--- src/design/sts_pkg.sv ---
// Package of types, character constants and classifiers for the script token scanner.
`timescale 1ns / 1ps

package sts_pkg;

    localparam int TEXT_MAX_DEF = 64;

    typedef enum logic [3:0] {
        K_EOF     = 4'd0,
        K_IDENT   = 4'd1,
        K_NUMBER  = 4'd2,
        K_STRING  = 4'd3,
        K_PLUS    = 4'd4,
        K_MINUS   = 4'd5,
        K_STAR    = 4'd6,
        K_SLASH   = 4'd7,
        K_LPAREN  = 4'd8,
        K_RPAREN  = 4'd9,
        K_ASSIGN  = 4'd10,
        K_COMMA   = 4'd11,
        K_DOT     = 4'd12,
        K_CONCAT  = 4'd13,
        K_UNKNOWN = 4'd14
    } t_kind;

    localparam logic [7:0] C_NUL    = 8'h00;
    localparam logic [7:0] C_TAB    = 8'h09;
    localparam logic [7:0] C_LF     = 8'h0A;
    localparam logic [7:0] C_QUOTE  = 8'h22;
    localparam logic [7:0] C_LPAREN = 8'h28;
    localparam logic [7:0] C_RPAREN = 8'h29;
    localparam logic [7:0] C_STAR   = 8'h2A;
    localparam logic [7:0] C_PLUS   = 8'h2B;
    localparam logic [7:0] C_COMMA  = 8'h2C;
    localparam logic [7:0] C_MINUS  = 8'h2D;
    localparam logic [7:0] C_DOT    = 8'h2E;
    localparam logic [7:0] C_SLASH  = 8'h2F;
    localparam logic [7:0] C_EQUAL  = 8'h3D;
    localparam logic [7:0] C_BSL    = 8'h5C;
    localparam logic [7:0] C_UNDER  = 8'h5F;
    localparam logic [7:0] C_LOW_N  = 8'h6E;
    localparam logic [7:0] C_LOW_T  = 8'h74;

    typedef struct packed {
        t_kind      kind;
        logic [7:0] ch;
        logic       valid;
        logic       tend;
    } t_tok;

    // Up to two result words produced by one source byte.
    typedef struct packed {
        t_tok [1:0] item;
        logic [1:0] n;
    } t_emit;

    function automatic t_emit emit(t_emit e, t_kind k, logic [7:0] ch, logic v, logic te);
        t_emit r;
        r = e;
        if (e.n < 2'd2) begin
            r.item[e.n[0]] = '{kind: k, ch: ch, valid: v, tend: te};
            r.n            = e.n + 2'd1;
        end
        return r;
    endfunction

    function automatic logic is_space(logic [7:0] b);
        return (b == 8'd32) || (b inside {[8'd9:8'd13]});
    endfunction

    function automatic logic is_digit(logic [7:0] b);
        return b inside {[8'd48:8'd57]};
    endfunction

    function automatic logic is_alpha(logic [7:0] b);
        return b inside {[8'd65:8'd90], [8'd97:8'd122]};
    endfunction

    function automatic logic is_id_start(logic [7:0] b);
        return is_alpha(b) || (b == C_UNDER);
    endfunction

    function automatic logic is_id_body(logic [7:0] b);
        return is_alpha(b) || is_digit(b) || (b == C_UNDER);
    endfunction

    function automatic t_kind op_kind(logic [7:0] b);
        t_kind k;
        case (b)
            C_PLUS:   k = K_PLUS;
            C_MINUS:  k = K_MINUS;
            C_STAR:   k = K_STAR;
            C_SLASH:  k = K_SLASH;
            C_LPAREN: k = K_LPAREN;
            C_RPAREN: k = K_RPAREN;
            C_EQUAL:  k = K_ASSIGN;
            C_COMMA:  k = K_COMMA;
            C_DOT:    k = K_DOT;
            default:  k = K_UNKNOWN;
        endcase
        return k;
    endfunction

endpackage

--- src/design/sts_ifs.sv ---
// Valid/ready channel interfaces for source bytes and token words.
`timescale 1ns / 1ps

interface sts_src_if;
    logic       valid;
    logic       ready;
    logic [7:0] source_byte;
    logic       end_of_source;

    modport source (output valid, output source_byte, output end_of_source, input ready);
    modport sink (input valid, input source_byte, input end_of_source, output ready);
endinterface

interface sts_tok_if;
    logic       valid;
    logic       ready;
    logic [3:0] token_kind;
    logic [7:0] text_char;
    logic       char_valid;
    logic       token_end;

    modport source (output valid, output token_kind, output text_char, output char_valid,
                    output token_end, input ready);
    modport sink (input valid, input token_kind, input text_char, input char_valid,
                  input token_end, output ready);
endinterface

--- src/design/script_token_scanner_core.sv ---
// The token words of a source byte are written into the output queue when the byte is taken.
// One source byte per cycle while each byte yields at most one word and the output is not
// stalled; the single-word output port drains a byte's two words one at a time.
// A four-word output queue decouples the sides; bytes are taken while two words are free.
// Synchronous active-low reset returns the scanner to idle and empties the output queue.
`timescale 1ns / 1ps

module script_token_scanner_core #(
    parameter int TEXT_MAX = sts_pkg::TEXT_MAX_DEF
) (
    input  logic      i_clk,
    input  logic      i_rst_n,
    sts_src_if.sink   i_src,
    sts_tok_if.source o_tok
);

    localparam int CW = $clog2(TEXT_MAX);
    localparam logic [CW-1:0] LIMIT = CW'(TEXT_MAX - 1);
    localparam int QD = 4;
    localparam int PW = $clog2(QD);
    localparam int NW = $clog2(QD + 1);

    typedef enum logic [2:0] {
        M_IDLE,
        M_COMMENT,
        M_IDENT,
        M_NUMBER,
        M_STRING,
        M_ESCAPE,
        M_FULL,
        M_PEND
    } t_mode;

    t_mode          r_mode, n_mode;
    logic [CW-1:0]  r_cnt, n_cnt;
    logic [7:0]     r_pend, n_pend;

    sts_pkg::t_tok  r_q [QD];
    logic [PW-1:0]  r_wr, r_rd;
    logic [NW-1:0]  r_fill, n_fill;

    sts_pkg::t_emit e;
    logic           push, pop;
    logic           fin, fresh, sch_go;
    logic [7:0]     b, sch;

    assign i_src.ready = (r_fill <= NW'(QD - 2));
    assign push        = i_src.valid && i_src.ready;
    assign o_tok.valid = (r_fill != '0);
    assign pop         = o_tok.valid && o_tok.ready;

    assign o_tok.token_kind = r_q[r_rd].kind;
    assign o_tok.text_char  = r_q[r_rd].ch;
    assign o_tok.char_valid = r_q[r_rd].valid;
    assign o_tok.token_end  = r_q[r_rd].tend;

    assign b   = i_src.source_byte;
    assign fin = i_src.end_of_source || (b == sts_pkg::C_NUL);

    always_comb begin
        e      = '0;
        n_mode = r_mode;
        n_cnt  = r_cnt;
        n_pend = r_pend;
        fresh  = 1'b0;
        sch_go = 1'b0;
        sch    = b;

        if (fin) begin
            case (r_mode)
                M_IDENT:  e = sts_pkg::emit(e, sts_pkg::K_IDENT, 8'd0, 1'b0, 1'b1);
                M_NUMBER: e = sts_pkg::emit(e, sts_pkg::K_NUMBER, 8'd0, 1'b0, 1'b1);
                M_STRING, M_ESCAPE: begin
                    e = sts_pkg::emit(e, sts_pkg::K_STRING, 8'd0, 1'b0, 1'b1);
                end
                M_PEND: begin
                    e = sts_pkg::emit(e, sts_pkg::op_kind(r_pend), r_pend, 1'b1, 1'b1);
                end
                default: ;
            endcase
            e      = sts_pkg::emit(e, sts_pkg::K_EOF, 8'd0, 1'b0, 1'b1);
            n_mode = M_IDLE;
            n_cnt  = '0;
            n_pend = '0;
        end else begin
            case (r_mode)
                M_COMMENT: begin
                    if (b == sts_pkg::C_LF) n_mode = M_IDLE;
                end
                M_IDENT: begin
                    if (sts_pkg::is_id_body(b)) begin
                        if (n_cnt < LIMIT) begin
                            e     = sts_pkg::emit(e, sts_pkg::K_IDENT, b, 1'b1, 1'b0);
                            n_cnt = CW'(n_cnt + 1'b1);
                        end
                    end else begin
                        e     = sts_pkg::emit(e, sts_pkg::K_IDENT, 8'd0, 1'b0, 1'b1);
                        fresh = 1'b1;
                    end
                end
                M_NUMBER: begin
                    if (sts_pkg::is_digit(b) || (b == sts_pkg::C_DOT)) begin
                        if (n_cnt < LIMIT) begin
                            e     = sts_pkg::emit(e, sts_pkg::K_NUMBER, b, 1'b1, 1'b0);
                            n_cnt = CW'(n_cnt + 1'b1);
                        end
                    end else begin
                        e     = sts_pkg::emit(e, sts_pkg::K_NUMBER, 8'd0, 1'b0, 1'b1);
                        fresh = 1'b1;
                    end
                end
                M_STRING: begin
                    if (b == sts_pkg::C_QUOTE) begin
                        e      = sts_pkg::emit(e, sts_pkg::K_STRING, 8'd0, 1'b0, 1'b1);
                        n_mode = M_IDLE;
                        n_cnt  = '0;
                    end else if (b == sts_pkg::C_BSL) begin
                        n_mode = M_ESCAPE;
                    end else begin
                        sch_go = 1'b1;
                    end
                end
                M_ESCAPE: begin
                    sch_go = 1'b1;
                    if (b == sts_pkg::C_LOW_N) sch = sts_pkg::C_LF;
                    else if (b == sts_pkg::C_LOW_T) sch = sts_pkg::C_TAB;
                end
                M_FULL: begin
                    // A closing quote right after a full string is swallowed.
                    if (b == sts_pkg::C_QUOTE) begin
                        n_mode = M_IDLE;
                        n_cnt  = '0;
                    end else begin
                        fresh = 1'b1;
                    end
                end
                M_PEND: begin
                    n_pend = '0;
                    if (r_pend == sts_pkg::C_MINUS && b == sts_pkg::C_MINUS) begin
                        n_mode = M_COMMENT;
                    end else if ((r_pend inside {sts_pkg::C_MINUS, sts_pkg::C_PLUS})
                                 && sts_pkg::is_digit(b)) begin
                        n_mode = M_NUMBER;
                        n_cnt  = '0;
                        if (n_cnt < LIMIT) begin
                            e     = sts_pkg::emit(e, sts_pkg::K_NUMBER, r_pend, 1'b1, 1'b0);
                            n_cnt = CW'(n_cnt + 1'b1);
                        end
                        if (n_cnt < LIMIT) begin
                            e     = sts_pkg::emit(e, sts_pkg::K_NUMBER, b, 1'b1, 1'b0);
                            n_cnt = CW'(n_cnt + 1'b1);
                        end
                    end else if (r_pend == sts_pkg::C_DOT && b == sts_pkg::C_DOT) begin
                        e      = sts_pkg::emit(e, sts_pkg::K_CONCAT, sts_pkg::C_DOT, 1'b1, 1'b0);
                        e      = sts_pkg::emit(e, sts_pkg::K_CONCAT, sts_pkg::C_DOT, 1'b1, 1'b1);
                        n_mode = M_IDLE;
                    end else begin
                        e     = sts_pkg::emit(e, sts_pkg::op_kind(r_pend), r_pend, 1'b1, 1'b1);
                        fresh = 1'b1;
                    end
                end
                default: fresh = 1'b1;
            endcase

            // One decoded string character; a string that fills up is closed here.
            if (sch_go) begin
                if (n_cnt < LIMIT) begin
                    e     = sts_pkg::emit(e, sts_pkg::K_STRING, sch, 1'b1, 1'b0);
                    n_cnt = CW'(n_cnt + 1'b1);
                end
                n_mode = M_STRING;
                if (n_cnt >= LIMIT) begin
                    e      = sts_pkg::emit(e, sts_pkg::K_STRING, 8'd0, 1'b0, 1'b1);
                    n_mode = M_FULL;
                    n_cnt  = '0;
                end
            end

            // The byte is handled as in the idle state: a space is skipped, any other byte starts a new token.
            if (fresh) begin
                n_mode = M_IDLE;
                n_cnt  = '0;
                if (sts_pkg::is_space(b)) begin
                    n_mode = M_IDLE;
                end else if (sts_pkg::is_id_start(b)) begin
                    n_mode = M_IDENT;
                    if (n_cnt < LIMIT) begin
                        e     = sts_pkg::emit(e, sts_pkg::K_IDENT, b, 1'b1, 1'b0);
                        n_cnt = CW'(n_cnt + 1'b1);
                    end
                end else if (sts_pkg::is_digit(b)) begin
                    n_mode = M_NUMBER;
                    if (n_cnt < LIMIT) begin
                        e     = sts_pkg::emit(e, sts_pkg::K_NUMBER, b, 1'b1, 1'b0);
                        n_cnt = CW'(n_cnt + 1'b1);
                    end
                end else if (b inside {sts_pkg::C_MINUS, sts_pkg::C_PLUS, sts_pkg::C_DOT}) begin
                    n_mode = M_PEND;
                    n_pend = b;
                end else if (b == sts_pkg::C_QUOTE) begin
                    n_mode = M_STRING;
                end else begin
                    e = sts_pkg::emit(e, sts_pkg::op_kind(b), b, 1'b1, 1'b1);
                end
            end
        end
    end

    always_comb begin
        n_fill = r_fill;
        if (push) n_fill = n_fill + NW'(e.n);
        if (pop)  n_fill = n_fill - NW'(1);
    end

    always_ff @(posedge i_clk) begin
        if (!i_rst_n) begin
            r_mode <= M_IDLE;
            r_cnt  <= '0;
            r_pend <= '0;
            r_wr   <= '0;
            r_rd   <= '0;
            r_fill <= '0;
        end else begin
            if (push) begin
                r_mode <= n_mode;
                r_cnt  <= n_cnt;
                r_pend <= n_pend;
                r_wr   <= r_wr + PW'(e.n);
            end
            if (pop) r_rd <= r_rd + PW'(1);
            r_fill <= n_fill;
        end
        if (push && e.n != 2'd0) r_q[r_wr] <= e.item[0];
        if (push && e.n == 2'd2) r_q[r_wr + PW'(1)] <= e.item[1];
    end

endmodule

--- src/flat_wrapper.sv ---
// flat-port wrapper written by rule: the top's interface ports become plain ports
module script_token_scanner_core_flat 
#(
    parameter int TEXT_MAX = sts_pkg::TEXT_MAX_DEF
)
  (i_clk, i_rst_n, i_src_valid, i_src_source_byte, i_src_end_of_source, i_src_ready, o_tok_valid, o_tok_token_kind, o_tok_text_char, o_tok_char_valid, o_tok_token_end, o_tok_ready);
  sts_src_if i_src_i ();
  sts_tok_if o_tok_i ();
  input  logic i_clk;
  input  logic i_rst_n;
  input wire logic [$bits(i_src_i.valid)-1:0] i_src_valid;
  input wire logic [$bits(i_src_i.source_byte)-1:0] i_src_source_byte;
  input wire logic [$bits(i_src_i.end_of_source)-1:0] i_src_end_of_source;
  output wire logic [$bits(i_src_i.ready)-1:0] i_src_ready;
  output wire logic [$bits(o_tok_i.valid)-1:0] o_tok_valid;
  output wire logic [$bits(o_tok_i.token_kind)-1:0] o_tok_token_kind;
  output wire logic [$bits(o_tok_i.text_char)-1:0] o_tok_text_char;
  output wire logic [$bits(o_tok_i.char_valid)-1:0] o_tok_char_valid;
  output wire logic [$bits(o_tok_i.token_end)-1:0] o_tok_token_end;
  input wire logic [$bits(o_tok_i.ready)-1:0] o_tok_ready;
  assign i_src_i.valid = i_src_valid;
  assign i_src_i.source_byte = i_src_source_byte;
  assign i_src_i.end_of_source = i_src_end_of_source;
  assign i_src_ready = i_src_i.ready;
  assign o_tok_valid = o_tok_i.valid;
  assign o_tok_token_kind = o_tok_i.token_kind;
  assign o_tok_text_char = o_tok_i.text_char;
  assign o_tok_char_valid = o_tok_i.char_valid;
  assign o_tok_token_end = o_tok_i.token_end;
  assign o_tok_i.ready = o_tok_ready;
  script_token_scanner_core #(.TEXT_MAX(TEXT_MAX)) u_core (.i_clk(i_clk), .i_rst_n(i_rst_n), .i_src(i_src_i), .o_tok(o_tok_i));
endmodule
--- config.mk ---
export PLATFORM = sky130hd
export DESIGN_NAME = script_token_scanner_core_flat
export DESIGN_NICKNAME = d
export VERILOG_FILES = /design/src/design/sts_pkg.sv /design/src/design/sts_ifs.sv /design/src/design/script_token_scanner_core.sv /design/src/flat_wrapper.sv
export SDC_FILE = /design/constraint.sdc
export NUM_CORES = 1
export LEC_CHECK = 0
export ABC_AREA = 1
export BUFFER_PORTS_ARGS = -buffer_cell sky130_fd_sc_hd__buf_2
export CAP_MARGIN = 40
export CORE_UTILIZATION = 55
export CTS_CLUSTER_DIAMETER = 40
export DETAILED_ROUTE_END_ITERATION = 10
export GPL_TIMING_DRIVEN = 1
export PLACE_DENSITY = 0.83
export RECOVER_POWER = 25
export SKIP_LAST_GASP = 1
export SLEW_MARGIN = 20
export SYNTH_ARGS = -nofsm -noshare
export SYNTH_HDL_FRONTEND = slang
export SYNTH_SLANG_ARGS = --single-unit
--- constraint.sdc ---
create_clock -name i_clk -period 4.5 [get_ports i_clk]
set_input_delay 0.225 -clock i_clk [delete_from_list [all_inputs] [get_ports i_clk]]
set_output_delay 0.225 -clock i_clk [all_outputs]
set_load 0.01 [all_outputs]
==> flow_summary.yaml, run 1 <==
worst_setup_path:
  slowest_delay_ps: 530
  crit_type: "flip-flop to flip-flop"
  reg2reg_slack_ps: 90
  cp.required_ps: 4790
  cp-startpoint: "u_core.r_cnt[1]$_SDFFE_PN0P_"
  r2r-start: "u_core.r_cnt[1]$_SDFFE_PN0P_"
  timing.rr.end: "u_core.r_fill[1]$_SDFF_PN0_"
  cp-start-kind: "flip-flop"
  cpMaxStageDelayCell: "fa_1"
  rr_worst_depth: 34
  worst_ep_arrival_time_ps: 4700
  crit_fanout: 6
  end_kind: "flip-flop"
cells_and_area:
  stdcell_count: 1256
  antennaDiodeCount: 0
  drive_above_1_share_pct: 21.4
  fin_area_mm2: 0.00805
  multi_input_area_mm2: 0.00413
  num-fill-cells: 985
  syn_to_final_growth_pct: 18.6
  final_nets: 1126
  seqCellArea_mm2: 0.00222
pwr:
  total_power_mw: 2.86
  p_leak_nw: 3.62
  powerDensity_mw_per_mm2: 356
  peakVddDrop_uv: 169
floorplanning:
  ios: 29
  die_h_um: 113
  core_area_mm2: 0.0120
  num_rows: 40
  start_util_pct: 56.5
  fp.dieW_um: 113
  die-area_mm2: 0.0128
route:
  drt_wl_total_mm: 21.0
  initialDrtViolationCount: 950
  dr_total_vias: 7430
  wl_met3_mm: 1.89
  route.top_layer_used: "met4"
  drc: 0
  drt-pass1-iter-count: 7
  vias_per_cell: 5.92
  ant_nets: 0
  drt-met1-wl_mm: 8.39
  drt-wirelength-per-cell_um: 16.7
  wl_met2_mm: 9.82
flow_run:
  maxCapViolCount: 0
sta:
  slew_violations: 0
  setup_viol: 0
  relSlewSlack_pct: 16.8
  hold_viol: 0
  max_freq_mhz: 227
  period_needed_ps: 4410
  fin_skew_ps: 10.8
  fin_ws_ps: 90.8
  grt_setup_unrepaired: "true"
  worst_pin_slew_ps: 1250
  period_share_pct: 98.0
  setup_tns_ps: 0
grt:
  grt_remaining_overflow: 0
  grt_pass1_vias: 6620
  grtUsageTotal_pct: 32.4
  grt_pass1_wl_mm: 32.5
  grt_max_degree: 30
  grt_antenna_before_repair: 0
clocking:
  cts-root-buf: "clkbuf_16"
  clk_latency_ps: 350
  htree_levels: 3
  cts_tree: "yes"
  clk_path_buf_depth: 2
  clk_pin_slew_worst_paths_ps: 70
  cts_num_sinks: 82
  cts_made_buffers: 9
synth:
  synth_seq_cells: 82
  synth_cell_type_count: 51
  postSynthAreaPerCell_um2: 6.66
  syn-num-nets: 1040
  ys_warn_count: 0
  yosysSeqAreaShare_pct: 32.5
  synth_ff_type: "edfxtp_1"
  syn_area_mm2: 0.00678
  synth_cells: 1018
  synth-edff-count: 56
  async_flop_share_pct: 0
run_status:
  outcome: "completed"
min_path:
  holdCritStartpoint: "i_rst_n"
  hold_path_class: "primary input to flip-flop"
  min_delay_worst_endpoint: "u_core.r_wr[1]$_SDFFE_PN0P_"
  hold_depth: 3
place:
  place_congestion: 1.06
  numPortBuffers: 28
  dp_slack_ps: -84.3
  dpl.hpwl_mm: 14.7
  place_area_mm2: 0.00734
  place_inst: 1216
-- area by class of cell --
| cell class | instances | area share, % |
|---|---|---|
| Multi-Input combinational cell | 786 | 51.4 |
| Sequential cell | 82 | 27.6 |
| Timing Repair Buffer | 109 | 9.17 |
| Inverter | 116 | 5.53 |
| Clock buffer | 10 | 2.85 |
| Tap cell | 147 | 2.29 |
| Clock inverter | 6 | 1.21 |
-- power by group --
part / switching [mW] / internal, mW / total, mW / leakage, nW
Clock: 0.334 / 0.496 / 0.829 / 0.160
Sequential: 0.0511 / 0.948 / 0.999 / 0.735
Combinational: 0.704 / 0.330 / 1.03 / 2.72
-- synthesized netlist by cell type (all sizes together), types with 2 or more instances --
| master | count | area share [%] |
|---|---|---|
| nand2 | 332 | 20 |
| nor2 | 129 | 9.1 |
| inv | 112 | 6.3 |
| o21ai | 108 | 8.4 |
| edfxtp | 56 | 25 |
| nand3 | 53 | 4.5 |
| a21oi | 52 | 3.9 |
| o22ai | 28 | 2.6 |
| dfxtp | 26 | 7.7 |
| clkbuf | 18 | 1.0 |
| nor3 | 17 | 1.3 |
| buf | 16 | 2.2 |
| nand4 | 14 | 1.5 |
| a31oi | 11 | 1.0 |
| o211ai | 9 | 1.0 |
| ha | 8 | 1.5 |
| clkinv | 4 | 0.22 |
| a211oi | 3 | 0.33 |
| nor4 | 3 | 0.28 |
| a41oi | 2 | 0.26 |
| nor3b | 2 | 0.22 |
| o31ai | 2 | 0.22 |
-- metrics by stage --
step	hold WS [ps]	util [%]
floorplan	346	-
global placement	450	61.1
detailed placement	459	61.1
CTS	158	64.1
global route	180	67.0
finish	163	67.0
-- worst max-delay path, delay by kind of cell (launching register included) --
kind,cells,cell delay (ps)
and+or+nand+nor,18,1760
DFF,1,350
adders and majority gates,5,1300
buffers and inverters,6,510
AOI/OAI and AO/OA,5,440
-- registers in the layout (all words and copies together) (netlist names), named ones only --
| signal | flops |
|---|---|
| u_core.r_pend | 8 |
| u_core.r_wr | 2 |
| u_core.r_cnt | 6 |
| u_core.r_mode | 3 |
| u_core.r_q | 56 |
| u_core.r_rd | 2 |
| u_core.r_fill | 3 |
-- metal layers --
layer  GRT usage, %  vias to the layer above
met5              0                        -
met4           15.6                        0
met3           4.55                       88
met2           54.1                      408
met1           41.4                     3360
li1               -                     3574
-- layout by cell type, fill, tap and decap left out, types with 18 or more instances in the layout --
| master | instances |
|---|---|
| a21oi_1 | 49 |
| buf_4 | 77 |
| dfxtp_1 | 18 |
| edfxtp_1 | 56 |
| inv_1 | 91 |
| inv_2 | 18 |
| nand2_1 | 290 |
| nand2_2 | 29 |
| nand3_1 | 43 |
| nor2_1 | 98 |
| o21ai_0 | 92 |
| o22ai_1 | 28 |
-- cells by family (layout without fill, tap and decap cells) --
family                     Yosys count  in the layout  share of synthesized area [%]
xor gates and xnor gates             2              2                          0.258
adders and majority gates            9              9                           1.77
DFF                                 82             82                           32.5
AOI/OAI and AO/OA                  221            221                           18.4
and+or+nand+nor                    554            554                           37.4
buffers and inverters              150            241                           9.72
-- worst max path at each step --
stage | to | cells past startpoint
3_5_place_dp | u_core.r_fill[2]$_SDFF_PN0_ | 31
5_1_grt | u_core.r_fill[1]$_SDFF_PN0_ | 34
2_1_floorplan | u_core.r_fill[2]$_SDFF_PN0_ | 34
6_report | u_core.r_fill[1]$_SDFF_PN0_ | 34
4_1_cts | u_core.r_fill[2]$_SDFF_PN0_ | 31
3_3_place_gp | u_core.r_fill[2]$_SDFF_PN0_ | 30
-- repair_timing --
action / CTS / global route
hold buffers: 0 / 0
setup buffers: 1 / 23
resized for setup: 6 / 68
endpoints found under the setup margin: 2 / 90
pin swaps: 3 / 23
Power figures use the tool's default switching activity.
==> run 2: changes to the inputs <==
--- a/config.mk
+++ b/config.mk
@@ -12,7 +12,7 @@
 export CTS_CLUSTER_DIAMETER = 40
 export DETAILED_ROUTE_END_ITERATION = 10
 export GPL_TIMING_DRIVEN = 1
-export PLACE_DENSITY = 0.83
+export PLACE_DENSITY = 0.8
 export RECOVER_POWER = 25
 export SKIP_LAST_GASP = 1
 export SLEW_MARGIN = 20
==> constraint.sdc (replaced) <==
create_clock -name i_clk -period 5.2 [get_ports i_clk]
set_input_delay 0.26 -clock i_clk [delete_from_list [all_inputs] [get_ports i_clk]]
set_output_delay 0.26 -clock i_clk [all_outputs]
set_load 0.01 [all_outputs]
==> run 2 against run 1 <==
Sequential power shrank 13%. Power decreased by 20%. Setup slack better by 260 ps. Design area fell by 8.2%. Hold slack improved by 45 ps. Critical path depth down 1. Utilization decreased by 5.5 points. Largest cell class unchanged.
==> flow_summary.yaml, run 2 (same netlist as run 1, synthesis figures left out) <==
run_status:
  outcome: "completed"
sta:
  setup_viol: 0
  relSlewSlack_pct: 48.9
  worst_pin_slew_ps: 765
  fin_ws_ps: 351
  slew_violations: 0
  hold_viol: 0
  fin_skew_ps: 8.65
  period_needed_ps: 4850
  period_share_pct: 93.3
  max_freq_mhz: 206
  holdWs_ps: 208
grt:
  grt_pass1_vias: 6396
  grt_antenna_before_repair: 0
  grt_max_degree: 29
  grtUsageTotal_pct: 32.4
  grt_pass1_wl_mm: 32.1
  grt_remaining_overflow: 0
clocking:
  clk_path_buf_depth: 2
  htree_levels: 3
  cts_tree: "yes"
  cts_hold_buf: 0
  clk_latency_ps: 350
  cts_made_buffers: 9
  clk_pin_slew_worst_paths_ps: 60
  cts-root-buf: "clkbuf_16"
  cts_num_sinks: 82
pwr:
  peakVddDrop_uv: 150
  total_power_mw: 2.30
  p_leak_nw: 3.29
  powerDensity_mw_per_mm2: 311
cells_and_area:
  regMostFlops: "u_core.r_q"
  drive_above_1_share_pct: 12.8
  reg_top3: "u_core.r_q x56, u_core.r_pend x8, u_core.r_cnt x6"
  most-common-layout-cells: "302 x nand2_1, 108 x nor2_1, 99 x inv_1"
  syn_to_final_growth_pct: 8.87
  final_nets: 1073
  antennaDiodeCount: 0
  largest_register_ffs: 56
  final_common_cell: "nand2_1"
floorplanning:
  die-area_mm2: 0.0128
  die_h_um: 113
  num_rows: 40
  core_area_mm2: 0.0120
  fp.dieW_um: 113
  start_util_pct: 56.5
  ios: 29
flow_run:
  maxCapViolCount: 0
min_path:
  hold_path_class: "primary input to flip-flop"
  hold_depth: 3
place:
  numPortBuffers: 28
  dp_slack_ps: -7.69
  place_congestion: 1.03
  dpl.hpwl_mm: 14.6
route:
  ant_nets: 0
  drt-wirelength-per-cell_um: 16.8
  drt-pass1-iter-count: 6
  dr_total_vias: 7055
  initialDrtViolationCount: 1062
  vias_per_cell: 5.87
  drc: 0
  drt_wl_total_mm: 20.2
worst_setup_path:
  crit_type: "flip-flop to flip-flop"
  cpMaxStageDelayCell: "fa_1"
  crit_fanout: 7
  cp-start-kind: "flip-flop"
  rr_worst_depth: 33
  cp.required_ps: 5440
  critPathMostFrequentCell: "nand2_1"
  end_kind: "flip-flop"
  worst_ep_arrival_time_ps: 5080
  slowest_delay_ps: 490
## run 2: metal layers
| layer | track usage, % | share of wire [%] |
|---|---|---|
| met1 | 40.3 | 40 |
| met2 | 53.1 | 46 |
| met3 | 6.21 | 9.3 |
| met4 | 17.5 | 4.5 |
| met5 | 0 | 0 |
## run 2: final cells by class
cell class / count / area [um2]
clock buffer: 9 / 225
clock inverter: 6 / 42.5
fill: 1113 / 4630
inverter: 116 / 440
multi-input combinational: 786 / 3940
sequential: 82 / 2200
tap: 147 / 184
timing repair buffer: 56 / 353
## run 2: report_power, final
group          switching (mW)  internal, mW  total, mW
clock network           0.274         0.322      0.596
logic                   0.580         0.251      0.831
registers              0.0501         0.820      0.870
## run 2: repair_timing
| action | 4_1_cts | 5_1_grt |
|---|---|---|
| endpoints found under the setup margin | 1 | 53 |
| resized for setup | 1 | 10 |
| pin swaps | 0 | 2 |
| buffers inserted | 0 | 5 |
## run 2: path summary, 6_finish.rpt
kind	endpoint	start	slack [ps]
max	u_core.r_fill[2]$_SDFF_PN0_	u_core.r_pend[7]$_SDFFE_PN0P_	350
min	u_core.r_wr[1]$_SDFFE_PN0P_	i_rst_n	210
max reg2reg	u_core.r_fill[2]$_SDFF_PN0_	u_core.r_pend[7]$_SDFFE_PN0P_	350
min reg2reg	u_core.r_rd[0]$_SDFFE_PN0P_	u_core.r_rd[0]$_SDFFE_PN0P_	480
## run 2: per-stage QoR
stage / util, % / TNS [ps] / std cells / area, um2
3_3_place_gp: 58.9 / 0 / 1180 / 7070
5_1_grt: 61.5 / -6.68 / 1202 / 7390
3_5_place_dp: 59.1 / -7.69 / 1182 / 7090
2_1_floorplan: - / 0 / 1018 / 6780
4_1_cts: 61.3 / 0 / 1197 / 7360
6_report: 61.5 / 0 / 1202 / 7390
## run 2: worst max-delay path: cells and delay by family (launching register included)
family / cells / cell delay (ps)
compound gates: 6 / 670
flops: 1 / 330
buf+inv: 6 / 660
simple gates: 17 / 1860
fa+ha+maj: 4 / 1190
